File: src/rtl/wavhp_pkg.sv
// Package for the WAV PCM header parser: status codes, chunk tags, the
// result record and the magic-word lookup. No dependencies.
`timescale 1ns / 1ps

package wavhp_pkg;

    typedef enum logic [2:0] {
        ST_OK          = 3'd0,
        ST_TOO_SHORT   = 3'd1,
        ST_BAD_MAGIC   = 3'd2,
        ST_OVERRUN     = 3'd3,
        ST_FMT_SMALL   = 3'd4,
        ST_UNSUPPORTED = 3'd5,
        ST_MISSING     = 3'd6
    } status_t;

    localparam logic [31:0] TAG_RIFF    = 32'h52494646;
    localparam logic [31:0] TAG_WAVE    = 32'h57415645;
    localparam logic [31:0] TAG_FMT     = 32'h666D7420;
    localparam logic [31:0] TAG_DATA    = 32'h64617461;
    localparam logic [31:0] MIN_FILE    = 32'd44;
    localparam logic [31:0] MAGIC_END   = 32'd12;
    localparam logic [15:0] PCM_CODE    = 16'd1;
    localparam logic [15:0] PCM_BITS    = 16'd16;
    localparam int          TDATA_WIDTH = 120;

    typedef struct packed {
        logic [31:0] data_length;
        logic [31:0] data_offset;
        logic [15:0] channel_count;
        logic [31:0] sample_rate;
        status_t     status;
    } result_t;

    // Expected byte of the twelve-byte file preamble; positions 4 to 7 hold
    // the file size and are not checked.
    function automatic logic [7:0] magic_byte(input logic [3:0] pos);
        logic [7:0] value;
        case (pos)
            4'd0:    value = TAG_RIFF[31:24];
            4'd1:    value = TAG_RIFF[23:16];
            4'd2:    value = TAG_RIFF[15:8];
            4'd3:    value = TAG_RIFF[7:0];
            4'd8:    value = TAG_WAVE[31:24];
            4'd9:    value = TAG_WAVE[23:16];
            4'd10:   value = TAG_WAVE[15:8];
            4'd11:   value = TAG_WAVE[7:0];
            default: value = 8'd0;
        endcase
        return value;
    endfunction

endpackage

File: src/rtl/wav_pcm_header_parser.sv
// Top level of the WAV PCM header parser: stream handshake and result
// register around wavhp_parser. Depends on wavhp_pkg and wavhp_parser.
`timescale 1ns / 1ps

// The block takes a WAV file one byte per word on the slave side, with
// s_tlast on the last byte, and gives one result word per file on the
// master side when that last byte is accepted. It accepts one byte in every
// cycle; s_tready falls only while a finished result waits in the output
// register and m_tready is low, so the result register alone sets the rate.
// The result is registered and appears in the cycle after the last byte is taken. The parser is
// ready for the next file in the cycle after the last byte.
module wav_pcm_header_parser
    import wavhp_pkg::*;
(
    input  logic                   aclk,
    input  logic                   aresetn,
    input  logic                   s_tvalid,
    output logic                   s_tready,
    input  logic [7:0]             s_tdata,  // [7:0] file_byte
    input  logic                   s_tlast,  // final_byte
    output logic                   m_tvalid,
    input  logic                   m_tready,
    // [2:0] status, [34:3] sample_rate, [50:35] channel_count,
    // [82:51] data_offset, [114:83] data_length, [119:115] zero
    output logic [TDATA_WIDTH-1:0] m_tdata
);

    logic    accept;
    result_t result;
    logic    out_valid_reg, out_valid_next;
    result_t out_data_reg;

    assign s_tready = !out_valid_reg || m_tready;
    assign accept   = s_tvalid && s_tready;

    wavhp_parser u_parser (
        .aclk       (aclk),
        .aresetn    (aresetn),
        .byte_en    (accept),
        .file_byte  (s_tdata),
        .final_byte (s_tlast),
        .result     (result)
    );

    always_comb begin
        out_valid_next = out_valid_reg;
        if (accept && s_tlast) begin
            out_valid_next = 1'b1;
        end else if (m_tready) begin
            out_valid_next = 1'b0;
        end
    end

    always_ff @(posedge aclk) begin
        if (!aresetn) begin
            out_valid_reg <= 1'b0;
        end else begin
            out_valid_reg <= out_valid_next;
        end
    end

    always_ff @(posedge aclk) begin
        if (accept && s_tlast) begin
            out_data_reg <= result;
        end
    end

    assign m_tvalid = out_valid_reg;
    assign m_tdata  = {{(TDATA_WIDTH - $bits(result_t)){1'b0}}, out_data_reg};

endmodule

File: src/rtl/wavhp_parser.sv
// Parser state for the WAV PCM header parser: magic check, chunk walk and
// fmt/data capture, one byte per cycle while byte_en is high. Depends on wavhp_pkg.
`timescale 1ns / 1ps

module wavhp_parser
    import wavhp_pkg::*;
(
    input  logic        aclk,
    input  logic        aresetn,
    input  logic        byte_en,
    input  logic [7:0]  file_byte,
    input  logic        final_byte,
    output result_t     result
);

    logic [31:0] pos_reg, pos_next;
    logic        magic_reg, magic_next;
    logic [2:0]  phase_reg, phase_next;
    logic [31:0] tag_reg, tag_next;
    logic [31:0] len_reg, len_next;
    logic [31:0] len_m1_reg, len_m1_next;
    logic [31:0] cnt_reg, cnt_next;
    logic        in_body_reg, in_body_next;
    logic        done_reg, done_next;
    logic [31:0] start_reg, start_next;
    logic [15:0] code_reg, code_next;
    logic [15:0] bits_reg, bits_next;
    logic [31:0] rate_reg, rate_next;
    logic [15:0] chan_reg, chan_next;
    logic        fmt_seen_reg, fmt_seen_next;
    logic [31:0] doff_reg, doff_next;
    logic [31:0] dlen_reg, dlen_next;
    status_t     err_reg, err_next;

    logic        do_finish;
    logic [31:0] fin_len;
    logic [31:0] fin_start;
    logic        end_body;
    status_t     err_final;
    status_t     status;

    always_comb begin
        pos_next      = pos_reg;
        magic_next    = magic_reg;
        phase_next    = phase_reg;
        tag_next      = tag_reg;
        len_next      = len_reg;
        len_m1_next   = len_m1_reg;
        cnt_next      = cnt_reg;
        in_body_next  = in_body_reg;
        done_next     = done_reg;
        start_next    = start_reg;
        code_next     = code_reg;
        bits_next     = bits_reg;
        rate_next     = rate_reg;
        chan_next     = chan_reg;
        fmt_seen_next = fmt_seen_reg;
        doff_next     = doff_reg;
        dlen_next     = dlen_reg;
        err_next      = err_reg;
        do_finish     = 1'b0;
        fin_len       = len_reg;
        fin_start     = start_reg;
        end_body      = 1'b0;

        if (byte_en) begin
            pos_next = (&pos_reg) ? pos_reg : pos_reg + 32'd1;
            if (pos_reg < MAGIC_END) begin
                if ((pos_reg[3:0] < 4'd4 || pos_reg[3:0] >= 4'd8)
                        && file_byte != magic_byte(pos_reg[3:0])) begin
                    magic_next = 1'b0;
                end
            end else if (err_reg == ST_OK) begin
                if (!in_body_reg) begin
                    if (phase_reg < 3'd4) begin
                        tag_next = (phase_reg == 3'd0) ? {24'd0, file_byte}
                                                       : {tag_reg[23:0], file_byte};
                    end else begin
                        len_next = ((phase_reg == 3'd4) ? 32'd0 : len_reg)
                                 | ({24'd0, file_byte} << {phase_reg[1:0], 3'b000});
                    end
                    phase_next = phase_reg + 3'd1;
                    if (phase_reg == 3'd7) begin
                        start_next   = pos_next;
                        len_m1_next  = len_next - 32'd1;
                        cnt_next     = 32'd0;
                        done_next    = 1'b0;
                        fin_len      = len_next;
                        fin_start    = pos_next;
                        if (len_next == 32'd0) begin
                            do_finish = 1'b1;
                        end else begin
                            in_body_next = 1'b1;
                        end
                    end
                end else begin
                    if (tag_reg == TAG_FMT && cnt_reg[31:4] == 28'd0) begin
                        case (cnt_reg[3:0])
                            4'd0:    code_next[7:0]   = file_byte;
                            4'd1:    code_next[15:8]  = file_byte;
                            4'd2:    chan_next[7:0]   = file_byte;
                            4'd3:    chan_next[15:8]  = file_byte;
                            4'd4:    rate_next[7:0]   = file_byte;
                            4'd5:    rate_next[15:8]  = file_byte;
                            4'd6:    rate_next[23:16] = file_byte;
                            4'd7:    rate_next[31:24] = file_byte;
                            4'd14:   bits_next[7:0]   = file_byte;
                            4'd15:   bits_next[15:8]  = file_byte;
                            default: ;
                        endcase
                    end
                    cnt_next = cnt_reg + 32'd1;
                    if (cnt_reg == len_m1_reg) begin
                        do_finish = 1'b1;
                        done_next = 1'b1;
                    end
                    end_body = len_reg[0] ? (cnt_reg == len_reg) : (cnt_reg == len_m1_reg);
                    if (end_body) begin
                        in_body_next = 1'b0;
                    end
                end
            end
        end

        if (do_finish) begin
            if (tag_reg == TAG_FMT) begin
                if (fin_len[31:4] == 28'd0) begin
                    err_next = ST_FMT_SMALL;
                end else if (code_next != PCM_CODE || bits_next != PCM_BITS
                        || chan_next == 16'd0) begin
                    err_next = ST_UNSUPPORTED;
                end else begin
                    fmt_seen_next = 1'b1;
                end
            end else if (tag_reg == TAG_DATA) begin
                doff_next = fin_start;
                dlen_next = fin_len;
            end
        end

        err_final = err_next;
        if (err_next == ST_OK && in_body_next && !done_next) begin
            err_final = ST_OVERRUN;
        end

        if (pos_next < MIN_FILE) begin
            status = ST_TOO_SHORT;
        end else if (!magic_next) begin
            status = ST_BAD_MAGIC;
        end else if (err_final != ST_OK) begin
            status = err_final;
        end else if (!fmt_seen_next || dlen_next == 32'd0) begin
            status = ST_MISSING;
        end else begin
            status = ST_OK;
        end

        result.status = status;
        if (status == ST_OK) begin
            result.sample_rate   = rate_next;
            result.channel_count = chan_next;
            result.data_offset   = doff_next;
            result.data_length   = dlen_next;
        end else begin
            result.sample_rate   = 32'd0;
            result.channel_count = 16'd0;
            result.data_offset   = 32'd0;
            result.data_length   = 32'd0;
        end
    end

    // The final byte of a file returns the control state to reset for the next file.
    always_ff @(posedge aclk) begin
        if (!aresetn || (byte_en && final_byte)) begin
            pos_reg      <= 32'd0;
            magic_reg    <= 1'b1;
            phase_reg    <= 3'd0;
            in_body_reg  <= 1'b0;
            done_reg     <= 1'b0;
            fmt_seen_reg <= 1'b0;
            dlen_reg     <= 32'd0;
            err_reg      <= ST_OK;
        end else begin
            pos_reg      <= pos_next;
            magic_reg    <= magic_next;
            phase_reg    <= phase_next;
            in_body_reg  <= in_body_next;
            done_reg     <= done_next;
            fmt_seen_reg <= fmt_seen_next;
            dlen_reg     <= dlen_next;
            err_reg      <= err_next;
        end
    end

    always_ff @(posedge aclk) begin
        tag_reg    <= tag_next;
        len_reg    <= len_next;
        len_m1_reg <= len_m1_next;
        cnt_reg    <= cnt_next;
        start_reg  <= start_next;
        code_reg   <= code_next;
        bits_reg   <= bits_next;
        rate_reg   <= rate_next;
        chan_reg   <= chan_next;
        doff_reg   <= doff_next;
    end

endmodule

File: config.mk
export PLATFORM = sky130hd
export DESIGN_NAME = wav_pcm_header_parser
export DESIGN_NICKNAME = d
export VERILOG_FILES = /design/src/rtl/wavhp_pkg.sv /design/src/rtl/wav_pcm_header_parser.sv /design/src/rtl/wavhp_parser.sv
export SDC_FILE = /design/constraint.sdc
export NUM_CORES = 1
export LEC_CHECK = 0
export BUFFER_PORTS_ARGS = -buffer_cell sky130_fd_sc_hd__buf_2
export CAP_MARGIN = 0
export CORE_MARGIN = 3
export CORE_UTILIZATION = 61
export DETAILED_ROUTE_END_ITERATION = 12
export PLACE_DENSITY = 0.84
export RECOVER_POWER = 25
export SYNTH_ARGS = -nofsm -noshare
export SYNTH_HDL_FRONTEND = slang
export SYNTH_SLANG_ARGS = --single-unit
File: constraint.sdc
create_clock -name aclk -period 5.37 [get_ports aclk]
set_input_delay 0.537 -clock aclk [delete_from_list [all_inputs] [get_ports aclk]]
set_output_delay 0.537 -clock aclk [all_outputs]
set_load 0.01 [all_outputs]
==> impl_metrics.csv, run 1 <==
group,metric,value,unit
clock_network,cts_setup_buffers,0,
setup_path,crit_chain,"nor4_1, nand4_1, o21ai_0, inv_1, or3_1, a211oi_1, nor3_1, o22ai_1, a2111o_2, buf_12, buf_4, nor2_1",
run_status,violations,"capacitance limit, slew limit",
yosys,synth_seq_cells,468,
clock_network,clk_pin_slew,0.06,ns
yosys,syn_avg_cell_area,10.4,µm²
placed_design,port_buffers,129,
placed_design,gp_congestion,1.04,
yosys,async_flop_share,0,
timing,fmax,200,MHz
clock_network,cts_max_path_buffers,3,
yosys,syn_inst,2099,
layout,multiInputGateArea,9110,µm²
grt,grt.overflow.total,0,
power_and_ir_drop,ir_drop,390,µV
power_and_ir_drop,internal_power,5.87,mW
floorplan,die_area,38000,µm²
yosys,synth_edf_count,243,
setup_path,cpMaxStageDelayCell,"o21ai_0",
yosys,yosys.cell_types.count,72,
setup_path,path_class,"flop to flop",
timing,fin_crit_sh,0.931,
power_and_ir_drop,pwr-share-seq,0.507,
route,drt-total-wl,64.6,mm
layout,seq_area,11800,µm²
power_and_ir_drop,clkPwrFrac,0.467,
yosys,synthTopCellsByArea,"edfxtp_1 (34%), dfxtp_1 (21%), mux2_2 (6.0%)",
route,drt-initial-drc-count,1689,
timing,clock_skew,0.0248,ns
route,dr.pass1.iters,6,
setup_path,worstPathArrival,5.35,ns
setup_path,crit_fanout,61,
clock_network,ctsResizeCount,0,
setup_path,critPathMaxStageDelay,0.93,ns
clock_network,htreeDepth,2,
grt,grt_use_total,0.331,
route,drc,0,
worst_hold_path,holdCritPathClass,"input port to flop",
timing,finalHoldViolations,0,
yosys,synth_top_cell_by_area,"edfxtp_1",
floorplan,start_util,0.624,
power_and_ir_drop,switching_share,0.216,
placed_design,dp_hpwl,44.6,mm
route,num_vias,17101,
floorplan,die_h,195,µm
yosys,seq_area_frac_synth,0.542,
power_and_ir_drop,leakage,8.04,nW
route,wl_per_cell,24.4,µm
timing,worst_slew_pin_slew,1.68,ns
layout,drive_above_1_share,0.116,
timing,fin_crit,5.00,ns
clock_network,cts_tree,"built",
yosys,yosysMostFrequentCell,"nor2_1",
floorplan,io_pins,135,
layout,fin_nets,2181,
layout,synthToLayoutAreaGrowth,11.2,%
yosys,syn_area,21800,µm²
timing,final_max_slew_viol_count,37,
power_and_ir_drop,p_per_area,310,nW/µm²
clock_network,clk_latency,0.61,ns
floorplan,die_w,195,µm
grt,grt_pass1_wl,98.6,mm
timing,setup_violations,0,
route,ant_nets,0,
layout,fin_area,24200,µm²
grt,grt_max_degree,114,
yosys,synth_commonest_cells,"nor2_1 (280), edfxtp_1 (243), dfxtp_1 (225), nand3_1 (137), clkbuf_1 (126)",
job,maxCapViolCount,2,
placed_design,post_dp_cell_area,22700,µm²
timing,grt_setup_unrepaired,"false",
yosys,synth.top_cell.area_share,0.335,
grt,grt_pass1_vias,16702,
setup_path,end_kind,"flop",
floorplan,coreArea,34900,µm²
layout,n_antenna_cell,0,
layout,final_util,0.693,
setup_path,critical_path_required,5.72,ns
layout,largest_register_ffs,115,
grt,antenna_found_initial,1,
floorplan,rows,68,
layout,fillers,2559,
route,vias_per_cell,6.45,
clock_network,root_buffer,"clkbuf_16",
clock_network,cts_made_buffers,47,
power_and_ir_drop,combPwrFrac,0.026,
timing,tns,0,ns
setup_path,startpoint_type,"flop",
yosys,yosys_warnings,0,
power_and_ir_drop,p_sw,1.62,mW
timing,hold_ws,0.181,ns
run_status,status,"finished, violations left",
clock_network,cts.sink_count,468,
yosys,ys.flop_type,"edfxtp_1",
timing,max_slew_margin,-0.119,
clock_network,postCtsHoldBufs,0,
==> critical path, delay by kind of cell (launching register included) <==
family                 cells  cell delay (ns)
AO/OA/AOI/OAI              4             1.64
AND/OR/NAND/NOR            5             1.63
buffers and inverters      3             1.00
flip-flops                 1             0.43
==> power groups by stage <==
| stage | combinational [mW] | sequential [mW] | clock [mW] |
|---|---|---|---|
| floorplan | 0.0821 | 3.90 | 0 |
| global placement | 0.199 | 3.88 | 0 |
| detailed placement | 0.202 | 3.88 | 0 |
| CTS | 0.204 | 3.80 | 3.52 |
| global route | 0.204 | 3.80 | 3.66 |
| finish | 0.193 | 3.80 | 3.49 |
==> placed cells by master (no fill, tap or decap), drive strengths merged, types with 11 or more instances in the layout <==
cell	Yosys	routed
and4bb	12	12
dfxtp	225	225
nor3	48	48
xor2	99	99
nor4	90	90
clkbuf	126	201
nand4	51	51
clkinv	0	12
a22oi	33	33
nor2	280	280
and3	11	11
nand2	115	115
buf	40	42
edfxtp	243	243
or3	18	18
mux2	117	117
nor4bb	20	20
and4	18	18
and2	36	36
a211oi	39	39
inv	54	57
a21oi	61	61
o21ai	46	46
xnor2	80	80
nand3	137	137
==> final cells by class <==
class	count	share of cell area
tap	455	0.0235
clock buffer	70	0.0604
clock inverter	18	0.00874
timing repair buffer	173	0.0342
sequential	468	0.488
multi-input combinational	1415	0.377
inverter	54	0.00848
==> stage by stage <==
step,instances,setup slack [ns],total power [mW]
2_1_floorplan,2103,1.54,3.98
3_3_place_gp,2565,0.768,4.07
3_5_place_dp,2565,0.668,4.08
4_1_cts,2653,0.626,7.52
5_1_grt,2653,0.207,7.67
6_report,2653,0.372,7.49
==> routing by layer <==
metal  share of wire  vias to the layer above  GRT usage  wire [µm]
met1            0.38                     8285      0.417      24200
met3           0.083                      219     0.0660       5360
met5         0.00022                        -          0         14
met2            0.48                      919      0.547      31200
met4           0.059                        2      0.167       3810
li1                -                     7676          -          -
==> kinds of logic after synthesis <==
kind of cell,count (synthesis),synth area share
xor+xnor,179,0.0721
buf+inv,220,0.0415
fa+ha+maj,9,0.00518
mux,120,0.0619
flops,468,0.542
compound gates,221,0.0658
simple gates,881,0.211
other cells,1,0.000172
==> worst paths after layout <==
kind / end / from / cells after the start / slack [ns]
worst min-delay path: u_parser.magic_reg / aresetn / 2 / 0.18
worst max-delay path: m_tdata[71] / u_parser.pos_reg[23] / 12 / 0.37
worst min register to register: u_parser.start_reg[4] / u_parser.start_reg[4] / 2 / 0.46
worst max register to register: m_tdata[71] / u_parser.pos_reg[23] / 12 / 0.37
Power figures use the tool's default switching activity.
==> run 2, diff against run 1 <==
==> constraint.sdc (replaced) <==
create_clock -name aclk -period 4.7 [get_ports aclk]
set_input_delay 0.47 -clock aclk [delete_from_list [all_inputs] [get_ports aclk]]
set_output_delay 0.47 -clock aclk [all_outputs]
set_load 0.01 [all_outputs]
==> run 2 against run 1 <==
  * Critical path depth rose by 1
  * Maximum frequency rose by 11%
  * Wire length is 0.34% higher
  * Worst setup slack worse by 0.17 ns
  * Sequential share of layout area is 0.79 points lower
  * The run still ends with capacitance limit, slew limit left
  * Clock power rose by 11%
  * Via count increased by 1.0%
==> impl_metrics.csv, run 2 (same netlist as run 1, synthesis figures left out) <==
group,metric,value,unit
floorplan,rows,68,
timing,max_slew_margin,-1.00,
timing,worst_slew_pin_slew,3.00,ns
floorplan,io_pins,135,
timing,finalHoldViolations,0,
grt,grt_max_degree,116,
clock_network,cts_made_buffers,45,
grt,grt.overflow.total,0,
layout,layout_common_cells,"nor2_1 (277), edfxtp_1 (243), dfxtp_1 (225)",
power_and_ir_drop,p_total,8.46,mW
setup_path,critical_path_required,5.08,ns
setup_path,crit_fanout,43,
run_status,status,"finished, violations left",
clock_network,htreeDepth,2,
setup_path,end_kind,"flop",
clock_network,cts.sink_count,468,
layout,largest_register_ffs,115,
layout,final_common_cell,"nor2_1",
placed_design,gp_congestion,0.985,
setup_path,startpoint_type,"flop",
route,drt-total-wl,64.8,mm
route,ant_nets,0,
route,dr.pass1.iters,6,
worst_hold_path,holdCritPathClass,"input port to flop",
power_and_ir_drop,p_per_area,344,nW/µm²
layout,n_antenna_cell,0,
timing,tns,0,ns
grt,grt_pass1_vias,16793,
route,vias_per_cell,6.39,
timing,fin_crit_sh,0.957,
floorplan,start_util,0.624,
clock_network,cts_tree,"built",
floorplan,die_w,195,µm
run_status,violations,"capacitance limit, slew limit",
clock_network,cts_max_path_buffers,3,
grt,antenna_found_initial,1,
route,num_vias,17274,
clock_network,clk_pin_slew,0.06,ns
route,drt-initial-drc-count,1856,
timing,fmax,222,MHz
clock_network,ctsResizeCount,0,
clock_network,root_buffer,"clkbuf_16",
layout,synthToLayoutAreaGrowth,13.0,%
job,maxCapViolCount,3,
layout,fin_nets,2232,
floorplan,die_h,195,µm
layout,drive_above_1_share,0.140,
placed_design,dp_hpwl,45.3,mm
clock_network,cts_setup_buffers,0,
timing,grt_setup_unrepaired,"false",
timing,clock_skew,0.0266,ns
placed_design,port_buffers,129,
setup_path,r2r-start,"u_parser.phase_reg[0]",
clock_network,postCtsHoldBufs,0,
layout,fillers,2601,
clock_network,clk_latency,0.59,ns
floorplan,die_area,38000,µm²
floorplan,coreArea,34900,µm²
timing,final_max_slew_viol_count,153,
route,drc,0,
power_and_ir_drop,ir_drop,398,µV
timing,setup_violations,0,
grt,grt_pass1_wl,98.5,mm
grt,grt_use_total,0.334,
setup_path,path_class,"flop to flop",
route,wl_per_cell,24.0,µm
timing,fin_crit,4.50,ns
setup_path,worstPathArrival,4.88,ns
worst_hold_path,min_from,"aresetn",
setup_path,startpoint,"u_parser.phase_reg[0]",
power_and_ir_drop,leakage,8.43,nW
[run 2: cell count changes in the layout (fill, tap and decap cells not counted), sizes merged]
cell      delta
clkinvlp     +4
inv          -1
bufinv       +2
buf         +45
clkbuf       -1
[run 2: power by group]
part	total [mW]	internal, mW	switching [mW]	leakage (nW)
Sequential	4.35	4.33	0.0212	4.05
Combinational	0.219	0.0463	0.173	3.59
Clock	3.89	2.28	1.61	0.793
Total	8.46	6.65	1.81	8.43
[run 2: path summary, 6_finish.rpt]
kind | cells after the start | endpoint | slack [ns]
max | 13 | m_tdata[106] | 0.20
min | 2 | u_parser.magic_reg | 0.15
max reg2reg | 13 | m_tdata[106] | 0.20
min reg2reg | 2 | u_parser.start_reg[7] | 0.46
[run 2: metal layers]
metal / vias up / part of all wire / track usage
li1: 7791 / - / -
met1: 8373 / 0.38 / 0.411
met2: 892 / 0.50 / 0.576
met3: 218 / 0.073 / 0.0562
met4: 0 / 0.055 / 0.157
met5: - / 0 / 0
[run 2: worst max-delay path: stages (launching register included)]
cell and delay [ns]:
dfxtp_1 0.38, inv_1 0.08, ha_1 0.21, nand2_4 0.24
a22oi_1 0.48, nand4_2 0.29, or4_1 0.62, nor4_1 0.36
o21ai_1 0.16, a31oi_2 0.20, o22ai_1 0.12, a2111o_2 0.57
buf_12 0.21, nor4bb_2 0.35
[run 2: metrics by stage]
step	setup WS, ns	util	cells	hold slack [ns]	instance area, µm²
final	0.200	0.705	2702	0.148	24600
after global routing	0.0142	0.705	2702	0.142	24600
after CTS	0.0813	0.710	2702	0.123	24800
after detailed placement	0.175	0.664	2618	0.447	23200
after global placement	0.394	0.664	2618	0.441	23200
after floorplan	0.866	-	2103	0.419	21800
[run 2: area by class of cell]
class                           count  area (µm²)  share of cell area
Clock buffer                       61        1330              0.0541
Clock inverter                     23         279              0.0113
Inverter                           54         204             0.00830
Multi-Input combinational cell   1415        9170               0.373
Sequential cell                   468       11800               0.480
Tap cell                          455         569              0.0232
Timing Repair Buffer              226        1230              0.0502
==> run 3, diff against run 2 <==
--- a/config.mk
+++ b/config.mk
@@ -8,10 +8,11 @@
 export BUFFER_PORTS_ARGS = -buffer_cell sky130_fd_sc_hd__buf_2
 export CAP_MARGIN = 0
 export CORE_MARGIN = 3
-export CORE_UTILIZATION = 61
+export CORE_UTILIZATION = 50
 export DETAILED_ROUTE_END_ITERATION = 12
-export PLACE_DENSITY = 0.84
+export PLACE_DENSITY = 0.72
 export RECOVER_POWER = 25
+export SKIP_CTS_REPAIR_TIMING = 1
 export SYNTH_ARGS = -nofsm -noshare
 export SYNTH_HDL_FRONTEND = slang
 export SYNTH_SLANG_ARGS = --single-unit
==> run 3 against run 2 <==
  * The run still ends with capacitance limit, slew limit left
  * Clock skew is 0.0015 ns higher
  * Combinational power barely moved
  * Utilization shrank 13 points
  * Global-route usage down 7.1 points
  * Wire length fell by 4.1%
  * Sequential share of layout area about the same
  * Via count is 3.9% lower
  * Critical path depth unchanged
  * Worst setup slack better by 0.034 ns
==> impl_metrics.csv, run 3 (same netlist as run 1, synthesis figures left out) <==
group,metric,value,unit
timing,postLayoutSetupSlackWorst,0.233,ns
run_status,violations,"capacitance limit, slew limit",
grt,grt.overflow.total,0,
layout,fillers,3668,
layout,fin_area,24600,µm²
floorplan,die_h,215,µm
power_and_ir_drop,p_total,8.37,mW
layout,final_common_cell,"nor2_1",
layout,largest_register_ffs,115,
floorplan,io_pins,135,
clock_network,cts_tree,"built",
layout,drive_above_1_share,0.131,
placed_design,port_buffers,129,
route,num_vias,16607,
route,drt-total-wl,62.2,mm
floorplan,start_util,0.513,
clock_network,clk_pin_slew,0.06,ns
route,drt-initial-drc-count,1728,
setup_path,path_class,"flop to flop",
run_status,status,"finished, violations left",
clock_network,cts_made_buffers,49,
timing,fin_crit_sh,0.950,
power_and_ir_drop,p_per_area,341,nW/µm²
layout,layout_common_cells,"nor2_1 (277), edfxtp_1 (243), dfxtp_1 (225)",
job,maxCapViolCount,2,
clock_network,root_buffer,"clkbuf_16",
setup_path,worstPathArrival,4.83,ns
placed_design,post-place-ws,0.156,ns
clock_network,clk_latency,0.59,ns
clock_network,cts_max_path_buffers,3,
timing,grt_setup_unrepaired,"false",
placed_design,dp_hpwl,43.8,mm
worst_hold_path,holdCritPathClass,"input port to flop",
grt,grt_use_total,0.263,
timing,final_max_slew_viol_count,83,
placed_design,gp_congestion,0.999,
floorplan,coreArea,42400,µm²
clock_network,htreeDepth,2,
timing,max_slew_margin,-0.773,
route,dr.pass1.iters,6,
setup_path,end_kind,"flop",
timing,fin_crit,4.47,ns
floorplan,rows,75,
setup_path,crit_fanout,53,
layout,fin_nets,2226,
timing,clock_skew,0.0281,ns
route,vias_per_cell,5.88,
timing,tns,0,ns
route,ant_nets,0,
layout,synthToLayoutAreaGrowth,13.0,%
timing,setup_violations,0,
power_and_ir_drop,leakage,8.33,nW
timing,finalHoldViolations,0,
grt,grt_max_degree,100,
timing,worst_slew_pin_slew,2.66,ns
grt,grt_pass1_wl,95.4,mm
floorplan,die_area,46000,µm²
clock_network,cts.sink_count,468,
floorplan,die_w,215,µm
route,wl_per_cell,22.0,µm
power_and_ir_drop,ir_drop,315,µV
timing,fmax,224,MHz
setup_path,startpoint_type,"flop",
setup_path,critical_path_required,5.07,ns
grt,grt_pass1_vias,16223,
grt,antenna_found_initial,2,
placed_design,post_dp_cell_area,23200,µm²
placed_design,post-place-cells,2730,
route,drc,0,
layout,finalNonFillerCells,2823,
==> run 3: changes by cell type in the layout (fill, tap and decap cells not counted), moves of 3 or more <==
cell / before / now
clkinv_2: 9 / 3
bufinv_16: 5 / 2
clkbuf_1: 143 / 158
buf_4: 74 / 63
inv_6: 0 / 3
==> run 3: metal layers <==
layer | global-route usage | wire (µm)
met1 | 0.333 | 24700
met2 | 0.443 | 30100
met3 | 0.0417 | 4170
met4 | 0.125 | 3140
met5 | 0 | 0
==> run 3: power breakdown <==
part	leakage, nW	internal, mW	total, mW	switching (mW)
logic	3.52	0.0483	0.222	0.173
registers	4.05	4.32	4.34	0.0198
clock network	0.761	2.19	3.81	1.62
==> run 3: critical path, stage by stage (launching register included) <==
cell,delay [ns]
dfxtp_1,0.36
inv_1,0.09
ha_1,0.22
nand2_4,0.24
a22oi_1,0.44
nand4_1,0.28
or4_1,0.65
nor4_2,0.34
o21ai_1,0.14
a31oi_2,0.20
o22ai_1,0.13
a2111o_2,0.56
buf_12,0.21
nor4bb_1,0.36
==> run 3: path summary, 6_finish.rpt <==
check	slack [ns]	to	startpoint	depth (start not counted)
worst min register to register	0.46	u_parser.start_reg[19]	u_parser.start_reg[19]	2
worst max-delay path	0.23	m_tdata[92]	u_parser.phase_reg[0]	13
worst min-delay path	0.15	u_parser.magic_reg	aresetn	2
worst max register to register	0.23	m_tdata[92]	u_parser.phase_reg[0]	13
==> run 3: layout make-up <==
type                            instances  area, µm²  area share
Clock buffer                           75       1410      0.0572
Timing Repair Buffer                  216       1120      0.0456
Sequential cell                       468      11800       0.480
Inverter                               54        203     0.00824
Clock inverter                         17        176     0.00717
Multi-Input combinational cell       1415       9160       0.372
Tap cell                              577        722      0.0294
Antenna cell                            1       2.50    0.000102
==> run 3: through the flow <==
step,hold slack (ns),util
finish,0.149,0.580
global route,0.134,0.580
CTS,0.121,0.584
detailed placement,0.439,0.547
global placement,0.436,0.547
floorplan,0.419,-
